### src/sv/mpbp_pkg.sv
// Shared types, codes and the property type table for the properties parser.
package mpbp_pkg;

    localparam int unsigned MAX_PROPERTIES = 16;

    localparam int unsigned BL_W = 28;
    localparam int unsigned RES_DEPTH = 4;
    localparam int unsigned RES_PTR_W = $clog2(RES_DEPTH);

    localparam logic [3:0] PH_IDLE    = 4'd0;
    localparam logic [3:0] PH_LEN     = 4'd1;
    localparam logic [3:0] PH_ID      = 4'd2;
    localparam logic [3:0] PH_NUM     = 4'd3;
    localparam logic [3:0] PH_PVAR    = 4'd4;
    localparam logic [3:0] PH_SLEN_HI = 4'd5;
    localparam logic [3:0] PH_SLEN_LO = 4'd6;
    localparam logic [3:0] PH_SDATA   = 4'd7;
    localparam logic [3:0] PH_DONE    = 4'd8;

    localparam logic [2:0] T_BYTE    = 3'd0;
    localparam logic [2:0] T_TWO     = 3'd1;
    localparam logic [2:0] T_FOUR    = 3'd2;
    localparam logic [2:0] T_VAR     = 3'd3;
    localparam logic [2:0] T_BIN     = 3'd4;
    localparam logic [2:0] T_STR     = 3'd5;
    localparam logic [2:0] T_PAIR    = 3'd6;
    localparam logic [2:0] T_UNKNOWN = 3'd7;

    localparam logic [2:0] K_NUMERIC  = 3'd0;
    localparam logic [2:0] K_STR_HDR  = 3'd1;
    localparam logic [2:0] K_STR_BYTE = 3'd2;
    localparam logic [2:0] K_UNKNOWN  = 3'd3;
    localparam logic [2:0] K_BLK_OK   = 3'd4;
    localparam logic [2:0] K_BLK_ERR  = 3'd5;

    typedef struct packed {
        logic [2:0]  kind;
        logic [7:0]  identifier;
        logic [31:0] value;
        logic [7:0]  payload_byte;
        logic        pair_part;
        logic        last;
    } result_t;

    typedef struct packed {
        logic [3:0]      phase;
        logic [BL_W-1:0] bytes_left;
        logic [7:0]      prop_count;
        logic [7:0]      current_id;
        logic [2:0]      current_type;
        logic [31:0]     accumulator;
        logic [15:0]     field_bytes_left;
        logic [1:0]      varint_shift;
        logic            in_pair_value;
    } state_t;

    function automatic logic [2:0] classify(input logic [7:0] id);
        logic [2:0] t;
        unique case (id)
            8'h01, 8'h17, 8'h19, 8'h24, 8'h25, 8'h28, 8'h29, 8'h2A: t = T_BYTE;
            8'h13, 8'h21, 8'h22, 8'h23:                             t = T_TWO;
            8'h02, 8'h11, 8'h18, 8'h27:                             t = T_FOUR;
            8'h0B:                                                  t = T_VAR;
            8'h09, 8'h16:                                           t = T_BIN;
            8'h03, 8'h08, 8'h12, 8'h15, 8'h1A, 8'h1C, 8'h1F:       t = T_STR;
            8'h26:                                                  t = T_PAIR;
            default:                                                t = T_UNKNOWN;
        endcase
        return t;
    endfunction

endpackage

### src/sv/mpbp_parser.sv
// Parser state register and the per-byte step logic producing up to two results.
module mpbp_parser (
    input  logic                 aclk,
    input  logic                 aresetn,
    input  logic                 step_en,
    input  logic [7:0]           data_byte,
    input  logic                 start_block,
    output logic [1:0]           res_cnt,
    output mpbp_pkg::result_t    res0,
    output mpbp_pkg::result_t    res1
);

    mpbp_pkg::state_t st_reg;
    mpbp_pkg::state_t st_next;
    mpbp_pkg::result_t res [2];

    always_comb begin
        logic       done;
        logic       abort;
        logic [1:0] n;
        mpbp_pkg::state_t s;
        mpbp_pkg::result_t r;

        s     = st_reg;
        n     = 2'd0;
        done  = 1'b0;
        abort = 1'b0;
        r     = '0;
        res[0] = '0;
        res[1] = '0;

        if (start_block) begin
            s = '0;
            s.phase = mpbp_pkg::PH_LEN;
        end

        if (s.phase == mpbp_pkg::PH_LEN) begin
            s.bytes_left = s.bytes_left
                | (mpbp_pkg::BL_W'(data_byte[6:0]) << (5'(s.varint_shift) * 5'd7));
            if (data_byte[7]) begin
                if (s.varint_shift == 2'd3) begin
                    r = '0;
                    r.kind  = mpbp_pkg::K_BLK_ERR;
                    r.value = 32'(s.prop_count);
                    res[n[0]] = r;
                    n = n + 2'd1;
                    s.phase = mpbp_pkg::PH_DONE;
                end else begin
                    s.varint_shift = s.varint_shift + 2'd1;
                end
            end else begin
                s.varint_shift = 2'd0;
                if (s.bytes_left == '0) begin
                    r = '0;
                    r.kind = mpbp_pkg::K_BLK_OK;
                    res[n[0]] = r;
                    n = n + 2'd1;
                    s.phase = mpbp_pkg::PH_DONE;
                end else begin
                    s.phase = mpbp_pkg::PH_ID;
                end
            end
        end else if (s.phase >= mpbp_pkg::PH_ID && s.phase <= mpbp_pkg::PH_SDATA) begin
            if (s.bytes_left != '0) begin
                s.bytes_left = s.bytes_left - mpbp_pkg::BL_W'(1);
            end

            unique case (s.phase)
                mpbp_pkg::PH_ID: begin
                    s.current_id    = data_byte;
                    s.current_type  = mpbp_pkg::classify(data_byte);
                    s.in_pair_value = 1'b0;
                    s.accumulator   = '0;
                    s.varint_shift  = 2'd0;
                    unique case (s.current_type)
                        mpbp_pkg::T_UNKNOWN: begin
                            r = '0;
                            r.kind       = mpbp_pkg::K_UNKNOWN;
                            r.identifier = s.current_id;
                            res[n[0]] = r;
                            n = n + 2'd1;
                            done = 1'b1;
                        end
                        mpbp_pkg::T_BYTE: begin
                            s.field_bytes_left = 16'd1;
                            s.phase = mpbp_pkg::PH_NUM;
                        end
                        mpbp_pkg::T_TWO: begin
                            s.field_bytes_left = 16'd2;
                            s.phase = mpbp_pkg::PH_NUM;
                        end
                        mpbp_pkg::T_FOUR: begin
                            s.field_bytes_left = 16'd4;
                            s.phase = mpbp_pkg::PH_NUM;
                        end
                        mpbp_pkg::T_VAR: begin
                            s.phase = mpbp_pkg::PH_PVAR;
                        end
                        default: begin
                            s.phase = mpbp_pkg::PH_SLEN_HI;
                        end
                    endcase
                end
                mpbp_pkg::PH_NUM: begin
                    s.accumulator = {s.accumulator[23:0], data_byte};
                    if (s.field_bytes_left != 16'd0) begin
                        s.field_bytes_left = s.field_bytes_left - 16'd1;
                    end
                    if (s.field_bytes_left == 16'd0) begin
                        r = '0;
                        r.kind       = mpbp_pkg::K_NUMERIC;
                        r.identifier = s.current_id;
                        r.value      = s.accumulator;
                        res[n[0]] = r;
                        n = n + 2'd1;
                        done = 1'b1;
                    end
                end
                mpbp_pkg::PH_PVAR: begin
                    s.accumulator = s.accumulator
                        | (32'(data_byte[6:0]) << (5'(s.varint_shift) * 5'd7));
                    if (data_byte[7]) begin
                        if (s.varint_shift == 2'd3) begin
                            r = '0;
                            r.kind  = mpbp_pkg::K_BLK_ERR;
                            r.value = 32'(s.prop_count);
                            res[n[0]] = r;
                            n = n + 2'd1;
                            s.phase = mpbp_pkg::PH_DONE;
                            abort = 1'b1;
                        end else begin
                            s.varint_shift = s.varint_shift + 2'd1;
                        end
                    end else begin
                        r = '0;
                        r.kind       = mpbp_pkg::K_NUMERIC;
                        r.identifier = s.current_id;
                        r.value      = s.accumulator;
                        res[n[0]] = r;
                        n = n + 2'd1;
                        done = 1'b1;
                    end
                end
                mpbp_pkg::PH_SLEN_HI: begin
                    s.field_bytes_left = {data_byte, 8'd0};
                    s.phase = mpbp_pkg::PH_SLEN_LO;
                end
                mpbp_pkg::PH_SLEN_LO: begin
                    s.field_bytes_left = {s.field_bytes_left[15:8], data_byte};
                    r = '0;
                    r.kind       = mpbp_pkg::K_STR_HDR;
                    r.identifier = s.current_id;
                    r.value      = 32'(s.field_bytes_left);
                    r.pair_part  = s.in_pair_value;
                    res[n[0]] = r;
                    n = n + 2'd1;
                    s.phase = mpbp_pkg::PH_SDATA;
                end
                default: begin
                    r = '0;
                    r.kind         = mpbp_pkg::K_STR_BYTE;
                    r.identifier   = s.current_id;
                    r.payload_byte = data_byte;
                    r.pair_part    = s.in_pair_value;
                    res[n[0]] = r;
                    n = n + 2'd1;
                    if (s.field_bytes_left != 16'd0) begin
                        s.field_bytes_left = s.field_bytes_left - 16'd1;
                    end
                end
            endcase

            if (!abort) begin
                if (s.phase == mpbp_pkg::PH_SDATA && s.field_bytes_left == 16'd0) begin
                    if (s.current_type == mpbp_pkg::T_PAIR && !s.in_pair_value) begin
                        s.in_pair_value = 1'b1;
                        s.phase = mpbp_pkg::PH_SLEN_HI;
                    end else begin
                        done = 1'b1;
                    end
                end

                if (done) begin
                    s.prop_count = s.prop_count + 8'd1;
                    r = '0;
                    r.value = 32'(s.prop_count);
                    priority if (s.bytes_left == '0) begin
                        r.kind = mpbp_pkg::K_BLK_OK;
                        res[n[0]] = r;
                        n = n + 2'd1;
                        s.phase = mpbp_pkg::PH_DONE;
                    end else if (s.prop_count >= 8'(mpbp_pkg::MAX_PROPERTIES)) begin
                        r.kind = mpbp_pkg::K_BLK_ERR;
                        res[n[0]] = r;
                        n = n + 2'd1;
                        s.phase = mpbp_pkg::PH_DONE;
                    end else begin
                        s.phase = mpbp_pkg::PH_ID;
                    end
                end else if (s.bytes_left == '0) begin
                    r = '0;
                    r.kind  = mpbp_pkg::K_BLK_ERR;
                    r.value = 32'(s.prop_count);
                    res[n[0]] = r;
                    n = n + 2'd1;
                    s.phase = mpbp_pkg::PH_DONE;
                end
            end
        end

        if (n == 2'd1) begin
            res[0].last = 1'b1;
        end else if (n == 2'd2) begin
            res[1].last = 1'b1;
        end

        st_next = s;
        res_cnt = n;
    end

    assign res0 = res[0];
    assign res1 = res[1];

    always_ff @(posedge aclk) begin
        if (!aresetn) begin
            st_reg <= '0;
        end else if (step_en) begin
            st_reg <= st_next;
        end
    end

endmodule

### src/sv/mpbp_res_fifo.sv
// Result queue: takes up to two results per cycle, hands out one per cycle while pop is high.
module mpbp_res_fifo (
    input  logic                 aclk,
    input  logic                 aresetn,
    input  logic [1:0]           push_cnt,
    input  mpbp_pkg::result_t    push0,
    input  mpbp_pkg::result_t    push1,
    input  logic                 pop,
    output logic                 head_valid,
    output mpbp_pkg::result_t    head,
    output logic                 room2
);

    mpbp_pkg::result_t              mem_reg [mpbp_pkg::RES_DEPTH];
    logic [mpbp_pkg::RES_PTR_W-1:0] wr_ptr_reg;
    logic [mpbp_pkg::RES_PTR_W-1:0] rd_ptr_reg;
    logic [mpbp_pkg::RES_PTR_W:0]   count_reg;
    logic [mpbp_pkg::RES_PTR_W:0]   count_next;
    logic                           do_pop;

    assign head_valid = (count_reg != '0);
    assign head       = mem_reg[rd_ptr_reg];
    assign room2      = (count_reg <= (mpbp_pkg::RES_PTR_W + 1)'(mpbp_pkg::RES_DEPTH - 2));
    assign do_pop     = pop && head_valid;
    assign count_next = count_reg + (mpbp_pkg::RES_PTR_W + 1)'(push_cnt)
                        - (mpbp_pkg::RES_PTR_W + 1)'(do_pop);

    always_ff @(posedge aclk) begin
        if (push_cnt != 2'd0) begin
            mem_reg[wr_ptr_reg] <= push0;
        end
        if (push_cnt == 2'd2) begin
            mem_reg[wr_ptr_reg + mpbp_pkg::RES_PTR_W'(1)] <= push1;
        end
    end

    always_ff @(posedge aclk) begin
        if (!aresetn) begin
            wr_ptr_reg <= '0;
            rd_ptr_reg <= '0;
            count_reg  <= '0;
        end else begin
            wr_ptr_reg <= wr_ptr_reg + mpbp_pkg::RES_PTR_W'(push_cnt);
            if (do_pop) begin
                rd_ptr_reg <= rd_ptr_reg + mpbp_pkg::RES_PTR_W'(1);
            end
            count_reg <= count_next;
        end
    end

endmodule

### src/sv/mqtt5_property_block_parser.sv
// Top level of the MQTT 5 properties-section byte parser.
// Usage:
//   Input channel (s_valid/s_ready): one byte of a properties section per
//   request; s_start_block marks the first byte of the length field and
//   abandons any section in progress.
//   Result channel (m_valid/m_ready): numeric records, string headers,
//   string bytes, unknown-id records and the final ok/error status with
//   the property count. m_last marks the final result caused by a byte.
// Path: an accepted byte is loaded into the input register; the step
//   result is then written from there into the result queue, and the
//   byte's first result is offered from the queue head.
// Throughput: one byte per cycle while the queue has room; each byte
//   yields zero, one or two results, and the one-result-per-cycle output
//   port sets the sustained rate when bytes yield two.
// Stall: while m_ready is low, results wait in a four-entry queue; the
//   step waits once fewer than two entries are free, and s_ready drops
//   when the input register is also held.
// Reset: synchronous active-low aresetn empties the queue and returns the
//   parser to idle; bytes without s_start_block are then ignored.
module mqtt5_property_block_parser (
    input  logic        aclk,
    input  logic        aresetn,
    input  logic        s_valid,
    output logic        s_ready,
    input  logic [7:0]  s_data_byte,
    input  logic        s_start_block,
    output logic        m_valid,
    input  logic        m_ready,
    output logic [2:0]  m_kind,
    output logic [7:0]  m_identifier,
    output logic [31:0] m_value,
    output logic [7:0]  m_payload_byte,
    output logic        m_pair_part,
    output logic        m_last
);

    logic              in_valid_reg;
    logic [7:0]        in_byte_reg;
    logic              in_start_reg;
    logic              step_en;
    logic              room2;
    logic [1:0]        res_cnt;
    logic [1:0]        push_cnt;
    mpbp_pkg::result_t res0;
    mpbp_pkg::result_t res1;
    mpbp_pkg::result_t head;

    assign step_en  = in_valid_reg && room2;
    assign s_ready  = !in_valid_reg || step_en;
    assign push_cnt = step_en ? res_cnt : 2'd0;

    always_ff @(posedge aclk) begin
        if (!aresetn) begin
            in_valid_reg <= 1'b0;
        end else if (s_ready) begin
            in_valid_reg <= s_valid;
        end
    end

    always_ff @(posedge aclk) begin
        if (s_valid && s_ready) begin
            in_byte_reg  <= s_data_byte;
            in_start_reg <= s_start_block;
        end
    end

    mpbp_parser u_parser (
        .aclk        (aclk),
        .aresetn     (aresetn),
        .step_en     (step_en),
        .data_byte   (in_byte_reg),
        .start_block (in_start_reg),
        .res_cnt     (res_cnt),
        .res0        (res0),
        .res1        (res1)
    );

    mpbp_res_fifo u_res_fifo (
        .aclk       (aclk),
        .aresetn    (aresetn),
        .push_cnt   (push_cnt),
        .push0      (res0),
        .push1      (res1),
        .pop        (m_ready),
        .head_valid (m_valid),
        .head       (head),
        .room2      (room2)
    );

    assign m_kind         = head.kind;
    assign m_identifier   = head.identifier;
    assign m_value        = head.value;
    assign m_payload_byte = head.payload_byte;
    assign m_pair_part    = head.pair_part;
    assign m_last         = head.last;

endmodule

### config.mk
export PLATFORM = sky130hd
export DESIGN_NAME = mqtt5_property_block_parser
export DESIGN_NICKNAME = d
export VERILOG_FILES = /design/src/sv/mpbp_pkg.sv /design/src/sv/mpbp_parser.sv /design/src/sv/mpbp_res_fifo.sv /design/src/sv/mqtt5_property_block_parser.sv
export SDC_FILE = /design/constraint.sdc
export NUM_CORES = 1
export LEC_CHECK = 0
export BUFFER_PORTS_ARGS = -buffer_cell sky130_fd_sc_hd__buf_2
export CAP_MARGIN = 20
export CORE_AREA = 2 2 198 200
export DETAILED_ROUTE_END_ITERATION = 16
export DIE_AREA = 0 0 200 202
export PLACE_DENSITY = 0.74
export RECOVER_POWER = 25
export SLEW_MARGIN = 30
export SYNTH_ARGS = -nofsm -noshare
export SYNTH_HDL_FRONTEND = slang
export SYNTH_SLANG_ARGS = --single-unit
### constraint.sdc
create_clock -name aclk -period 15.8 [get_ports aclk]
set_input_delay 2.37 -clock aclk [delete_from_list [all_inputs] [get_ports aclk]]
set_output_delay 2.37 -clock aclk [all_outputs]
set_load 0.1 [all_outputs]
After elaboration in Yosys (flattened, before gate mapping). Memory sizes are Yosys's and may differ from the RTL's. A register that Yosys moved wholly into a read port is not among the register bits. Index checks and enable logic that the tools add are counted.

Bits in registers: 119. Bits in writable memories: 212. Bits in read-only memories: 192. Input bits: 13. Output and inout bits: 55. Word-level logic and storage cells: 191. Memories kept: 2.

Memories: u_res_fifo.mem_reg (depth 4, bits a word 53, rd ports 1, clocked after Yosys merged registers in 1, write ports 2, line mpbp_res_fifo.sv:14) `mpbp_pkg::result_t mem_reg [mpbp_pkg::RES_DEPTH];`; (name not given) (depth 64, bits a word 3, rd ports 1, clocked after Yosys merged registers in 1, write ports 0, line mpbp_pkg.sv:59) `unique case (id)`.

$add $sub $neg: 10. Multipliers: 1. Order comparisons: 6. Equal/unequal tests: 16. Shifts and indexed selects: 2. Muxes and demuxes: 115. Bitwise gates (word level): 3. Reduce and logical (&&, ||, !) cells: 21.

Operator list (count): $mux W106 (6); $mux W53 (9); $bwmux W106 (3); $pmux W53 S5 (1); $mux W102 (2); $mux W16 (6); $pmux W32 S3 (1); $mux W28 (3); $pmux W16 S5 (1); $mux W67 (1); $logic_not A28 Y1 (2); $demux W53 S1 (1); $mux W4 (13); $mux W52 (1); $mux W50 (1); $pmux W16 S3 (1); $mux W2 (17); $mux W11 (3); $logic_not A16 Y1 (2); $mux W1 (32); $mux W32 (1); $or A32 B32 Y32 (1); $shl A7 B5 Y32 (1); $or A28 B28 Y28 (1); other kinds (42) (64).

Longest topological paths before layout.
Depth in word-level cells: 25. Gate-level depth with buffers: 30. Depth with buffers taken out: 22.

Cells and area by module. A second synthesis with hierarchy kept.

Cell total of the unflattened synthesis: 1967. Area, all modules: 20495.9 sq um.

By module, submodules not included: mpbp_res_fifo (times used 1, cells each 563, area an instance 10734.0 sq um, seq. area each 6546.3 sq um); mpbp_parser (times used 1, cells each 1387, area an instance 9411.5 sq um, seq. area each 2042.0 sq um); mqtt5_property_block_parser (times used 1, cells each 17, area an instance 350.3 sq um, seq. area each 290.3 sq um).

Least setup slack after synthesis. No wires, ideal clock.

Kind: flip-flop to flip-flop. From: reg in_start_reg. To: mem u_res_fifo.mem_reg[2][0] in the netlist's numbering, enable pin. Library setup time: 0.537 ns. Data arrival time: 9.151 ns. Required time: 15.263 ns. Setup slack: 6.112 ns. Cell stages (with the launch flop): 26. Path buffers: 9. Period minus slack after synthesis: 9.688 ns. Path through: edfxtp_1 buf_4 inv_1 buf_2 buf_2 clkbuf_1 clkbuf_1 clkbuf_1 nand2_1 ha_1 and4b_1 a21boi_1 clkbuf_1 nor2_1 o311a_1 nor4_1 nand4_1 nor2_4 clkbuf_1 ha_1 inv_1 o2111a_1 a221oi_2 buf_4 a21boi_1 o21ai_0.

RTL lines: start: declaration (line mqtt5_property_block_parser.sv:39) `logic in_start_reg;`; start signal: assignment (line mqtt5_property_block_parser.sv:63) `in_start_reg <= s_start_block;`; end: declaration (line mpbp_res_fifo.sv:14).

==> impl_metrics.ini <==
[floorplanning]
die_h_um = 202
ios = 68
die_area_um2 = 40400
die_w_um = 200
core_area_um2 = 38290
rows = 72
start_util_pct = 49.64

[timing]
timing.final.crit_period_ps = 7132
final.setup.tns_ps = 0
relSlewSlack_pct = -196.0
hold_violations = 0
rsz0062_at_grt = false
period_share_pct = 45.14
setup_violations = 0
fin_skew_ps = 19.28
worst_slew_pin_slew_ps = 4440
slew_viol_final = 167
fmax_mhz = 140.2
setup_ws_ps = 8668

[power_and_ir_drop]
clock_power_share_pct = 35.2
cellInternalPower_w = 0.001605
peakVddDrop_mv = 0.07374
switching_share_pct = 34.00
share_seq_of_total_power_pct = 40.1
p_sw_w = 0.0008270
power.leakage_nw = 7.028
power.density_nw_per_um2 = 116.9
comb_power_share_pct = 24.7

[setup_path]
r2r_slack_ps = 8850
cp.arrival_ps = 4760
path_depth = 3
crit_top_cell = clkbuf_1
rr_startpoint = in_start_reg$_DFFE_PP_
worstRegToRegCells = 18
path_delay_family = buffers and inverters
path_class = reg -> out
cp.required_ps = 13430
slowest_stage = clkbuf_1
critPathCapture = m_value[5]
r2r-end = u_res_fifo.mem_reg[0][5]$_SDFFCE_PP0P_
path_cells = clkbuf_1 -> mux4_2 -> clkbuf_1
max_stage_delay_ps = 2300
crit_buf_inv = 2
path_max_fanout = 53
end_kind = primary output
setup.worst_path.start_class = flip-flop

[synthesis]
synthFlopType = edfxtp_1
yosysSeqAreaShare_pct = 47.03
synth_top_area_share_pct = 34.92
async_flop_share_pct = 0
synthesis.area_um2 = 19010
synth_area_per_cell_um2 = 9.935
yosys.cell_count.top_type = nor2_1
synth.largest_area_cell = edfxtp_1
netlist_top_cells_area = edfxtp_1 35%, dfxtp_1 12%, mux4_2 6.3%, nor2_1 5.9%, a21oi_1 3.4%
synth-edff-count = 221
synth_commonest_cells = 300 x nor2_1, 221 x edfxtp_1, 146 x nand2_1, 131 x a21oi_1, 115 x dfxtp_1
synthDistinctLibCells = 100
yosys_warnings = 0
synth-seq-cells = 336
syn_nets = 1942
syn_inst = 1913

[place]
place_area_um2 = 19620
gp_congestion = 0.9181
place_inst = 2377
place_ws_ps = 8998
portBuffers = 67
dpl.hpwl_um = 37250

[cts]
htreeDepth = 2
cts_buffers = 37
max-clock-path-buffers = 3
postCtsResizedCells = 0
cts.clk_slew.worst_paths_ps = 60
hold_buffers = 0
clk_latency_ps = 560
postCtsSetupRepairBufs = 0
cts_sinks = 336
cts_tree = built
root_buffer = clkbuf_16

[routing]
routed-via-count = 15890
drtIter0Drc = 1895
drc = 0
wl_per_cell_um = 23.30
via_per_inst = 6.492
wl_um = 57010
ant_nets = 0
dr.pass1.iters = 7

[grt]
grt_overflow = 0
grt_pass1_wl_um = 89110
antenna_found_initial = 1
grt_pass1_vias = 15210
grt_max_degree = 113
track_usage_pct = 28.32

[layout]
num_antenna_cells = 0
drive_gt1_share_pct = 11.87
area_delta_synth_final_pct = 9.454
layout.nets = 1929
fillers = 3325
largest_register_ffs = 212
post-route-util_pct = 54.33
stdcell_count = 2447
finalInstanceArea_um2 = 20800

[hold_path]
hp-start = u_parser.st_reg[87]$_SDFFE_PN0P_
worstHoldPathType = reg -> reg

[run]
cap_violations = 2

[run_status]
status = finished, violations left
violations = capacitance limit, slew limit
[how the worst min path moves through the flow]
stage / end / slack (ps) / cells after the start
after floorplan: u_parser.st_reg[87]$_SDFFE_PN0P_ / 450 / 2
after global placement: u_parser.st_reg[87]$_SDFFE_PN0P_ / 470 / 2
after detailed placement: u_parser.st_reg[87]$_SDFFE_PN0P_ / 480 / 2
after CTS: u_parser.st_reg[87]$_SDFFE_PN0P_ / 490 / 2
after global routing: u_parser.st_reg[87]$_SDFFE_PN0P_ / 530 / 2
final: u_parser.st_reg[87]$_SDFFE_PN0P_ / 490 / 2
[power groups by stage]
stage	registers (W)	clock network, W	logic [W]
after floorplan	0.000975	0	0.000492
after global placement	0.000992	0	0.000594
after detailed placement	0.000994	0	0.000599
after CTS	0.000975	0.000867	0.000600
after global routing	0.000979	0.000896	0.000641
final	0.000976	0.000855	0.000601
[cell families (layout without fill, tap and decap cells)]
family	after synthesis	count (layout)	synth area share (%)
simple gates	733	733	19.10
compound gates	512	512	18.65
flops	336	336	47.03
buf+inv	196	212	4.444
mux	100	100	8.762
xor+xnor	20	20	0.9216
fa+ha+maj	16	16	1.093
[cell usage in the layout (no fill, tap or decap), types with 8 or more instances in the layout]
| master | n |
|---|---|
| mux2i_1 | 46 |
| nor2b_1 | 82 |
| nand4_1 | 11 |
| a21oi_1 | 131 |
| a221oi_1 | 14 |
| o21ai_0 | 82 |
| a211oi_1 | 12 |
| nor4_1 | 14 |
| edfxtp_1 | 221 |
| nand2b_1 | 16 |
| nor2_1 | 300 |
| o21ai_1 | 8 |
| buf_4 | 35 |
| nand2_1 | 145 |
| ha_1 | 15 |
| buf_2 | 23 |
| nor3_1 | 38 |
| o211ai_1 | 19 |
| xnor2_1 | 10 |
| dfxtp_1 | 113 |
| a21boi_0 | 15 |
| a22o_1 | 24 |
| clkbuf_1 | 55 |
| nand3_1 | 24 |
| a222oi_1 | 8 |
| a22oi_1 | 64 |
| a31oi_1 | 22 |
| and2_1 | 15 |
| o221a_2 | 10 |
| inv_1 | 35 |
| or3_1 | 11 |
| clkbuf_16 | 38 |
| o31ai_1 | 8 |
| xor2_1 | 10 |
| a32oi_1 | 13 |
| mux4_2 | 53 |
[worst register-to-register path, stage by stage (launching register included)]
cell and delay [ps]:
edfxtp_1 400, inv_2 270, buf_4 610, nand2_1 210, ha_1 350, o21ai_1 420, nor2_1 170, o21ai_1 360
o32ai_1 230, a2111oi_0 470, nand4_1 330, nor2_4 460, ha_1 220, inv_1 50, o211ai_1 170, o311ai_4 320
a21boi_1 290, o21bai_4 720, buf_4 520
[through the flow]
stage / total power, W / hold WS [ps]
after floorplan: 0.001468 / 451.6
after global placement: 0.001587 / 467.3
after detailed placement: 0.001592 / 476.2
after CTS: 0.002442 / 486.6
after global routing: 0.002516 / 527.9
final: 0.002433 / 485.3
[area by class of cell]
| type | instances | area, um^2 | share of cell area [%] |
|---|---|---|---|
| clock buffer | 52 | 1054 | 5.064 |
| timing repair buffer | 107 | 588.1 | 2.827 |
| sequential | 336 | 8944 | 42.99 |
| clock inverter | 16 | 143.9 | 0.6917 |
| inverter | 37 | 138.9 | 0.6676 |
| multi-input combinational | 1381 | 9286 | 44.64 |
| tap | 518 | 648.1 | 3.116 |
[routing by layer]
metal  share of wire [%]  up-vias  GRT usage, %
met1                  42     7777         40.22
li1                    -     7128             -
met5                   0        -             0
met4                 3.0        0         9.947
met2                  46      862         44.42
met3                 8.7      118         3.905
No activity file was read; power rests on OpenSTA's default activity.
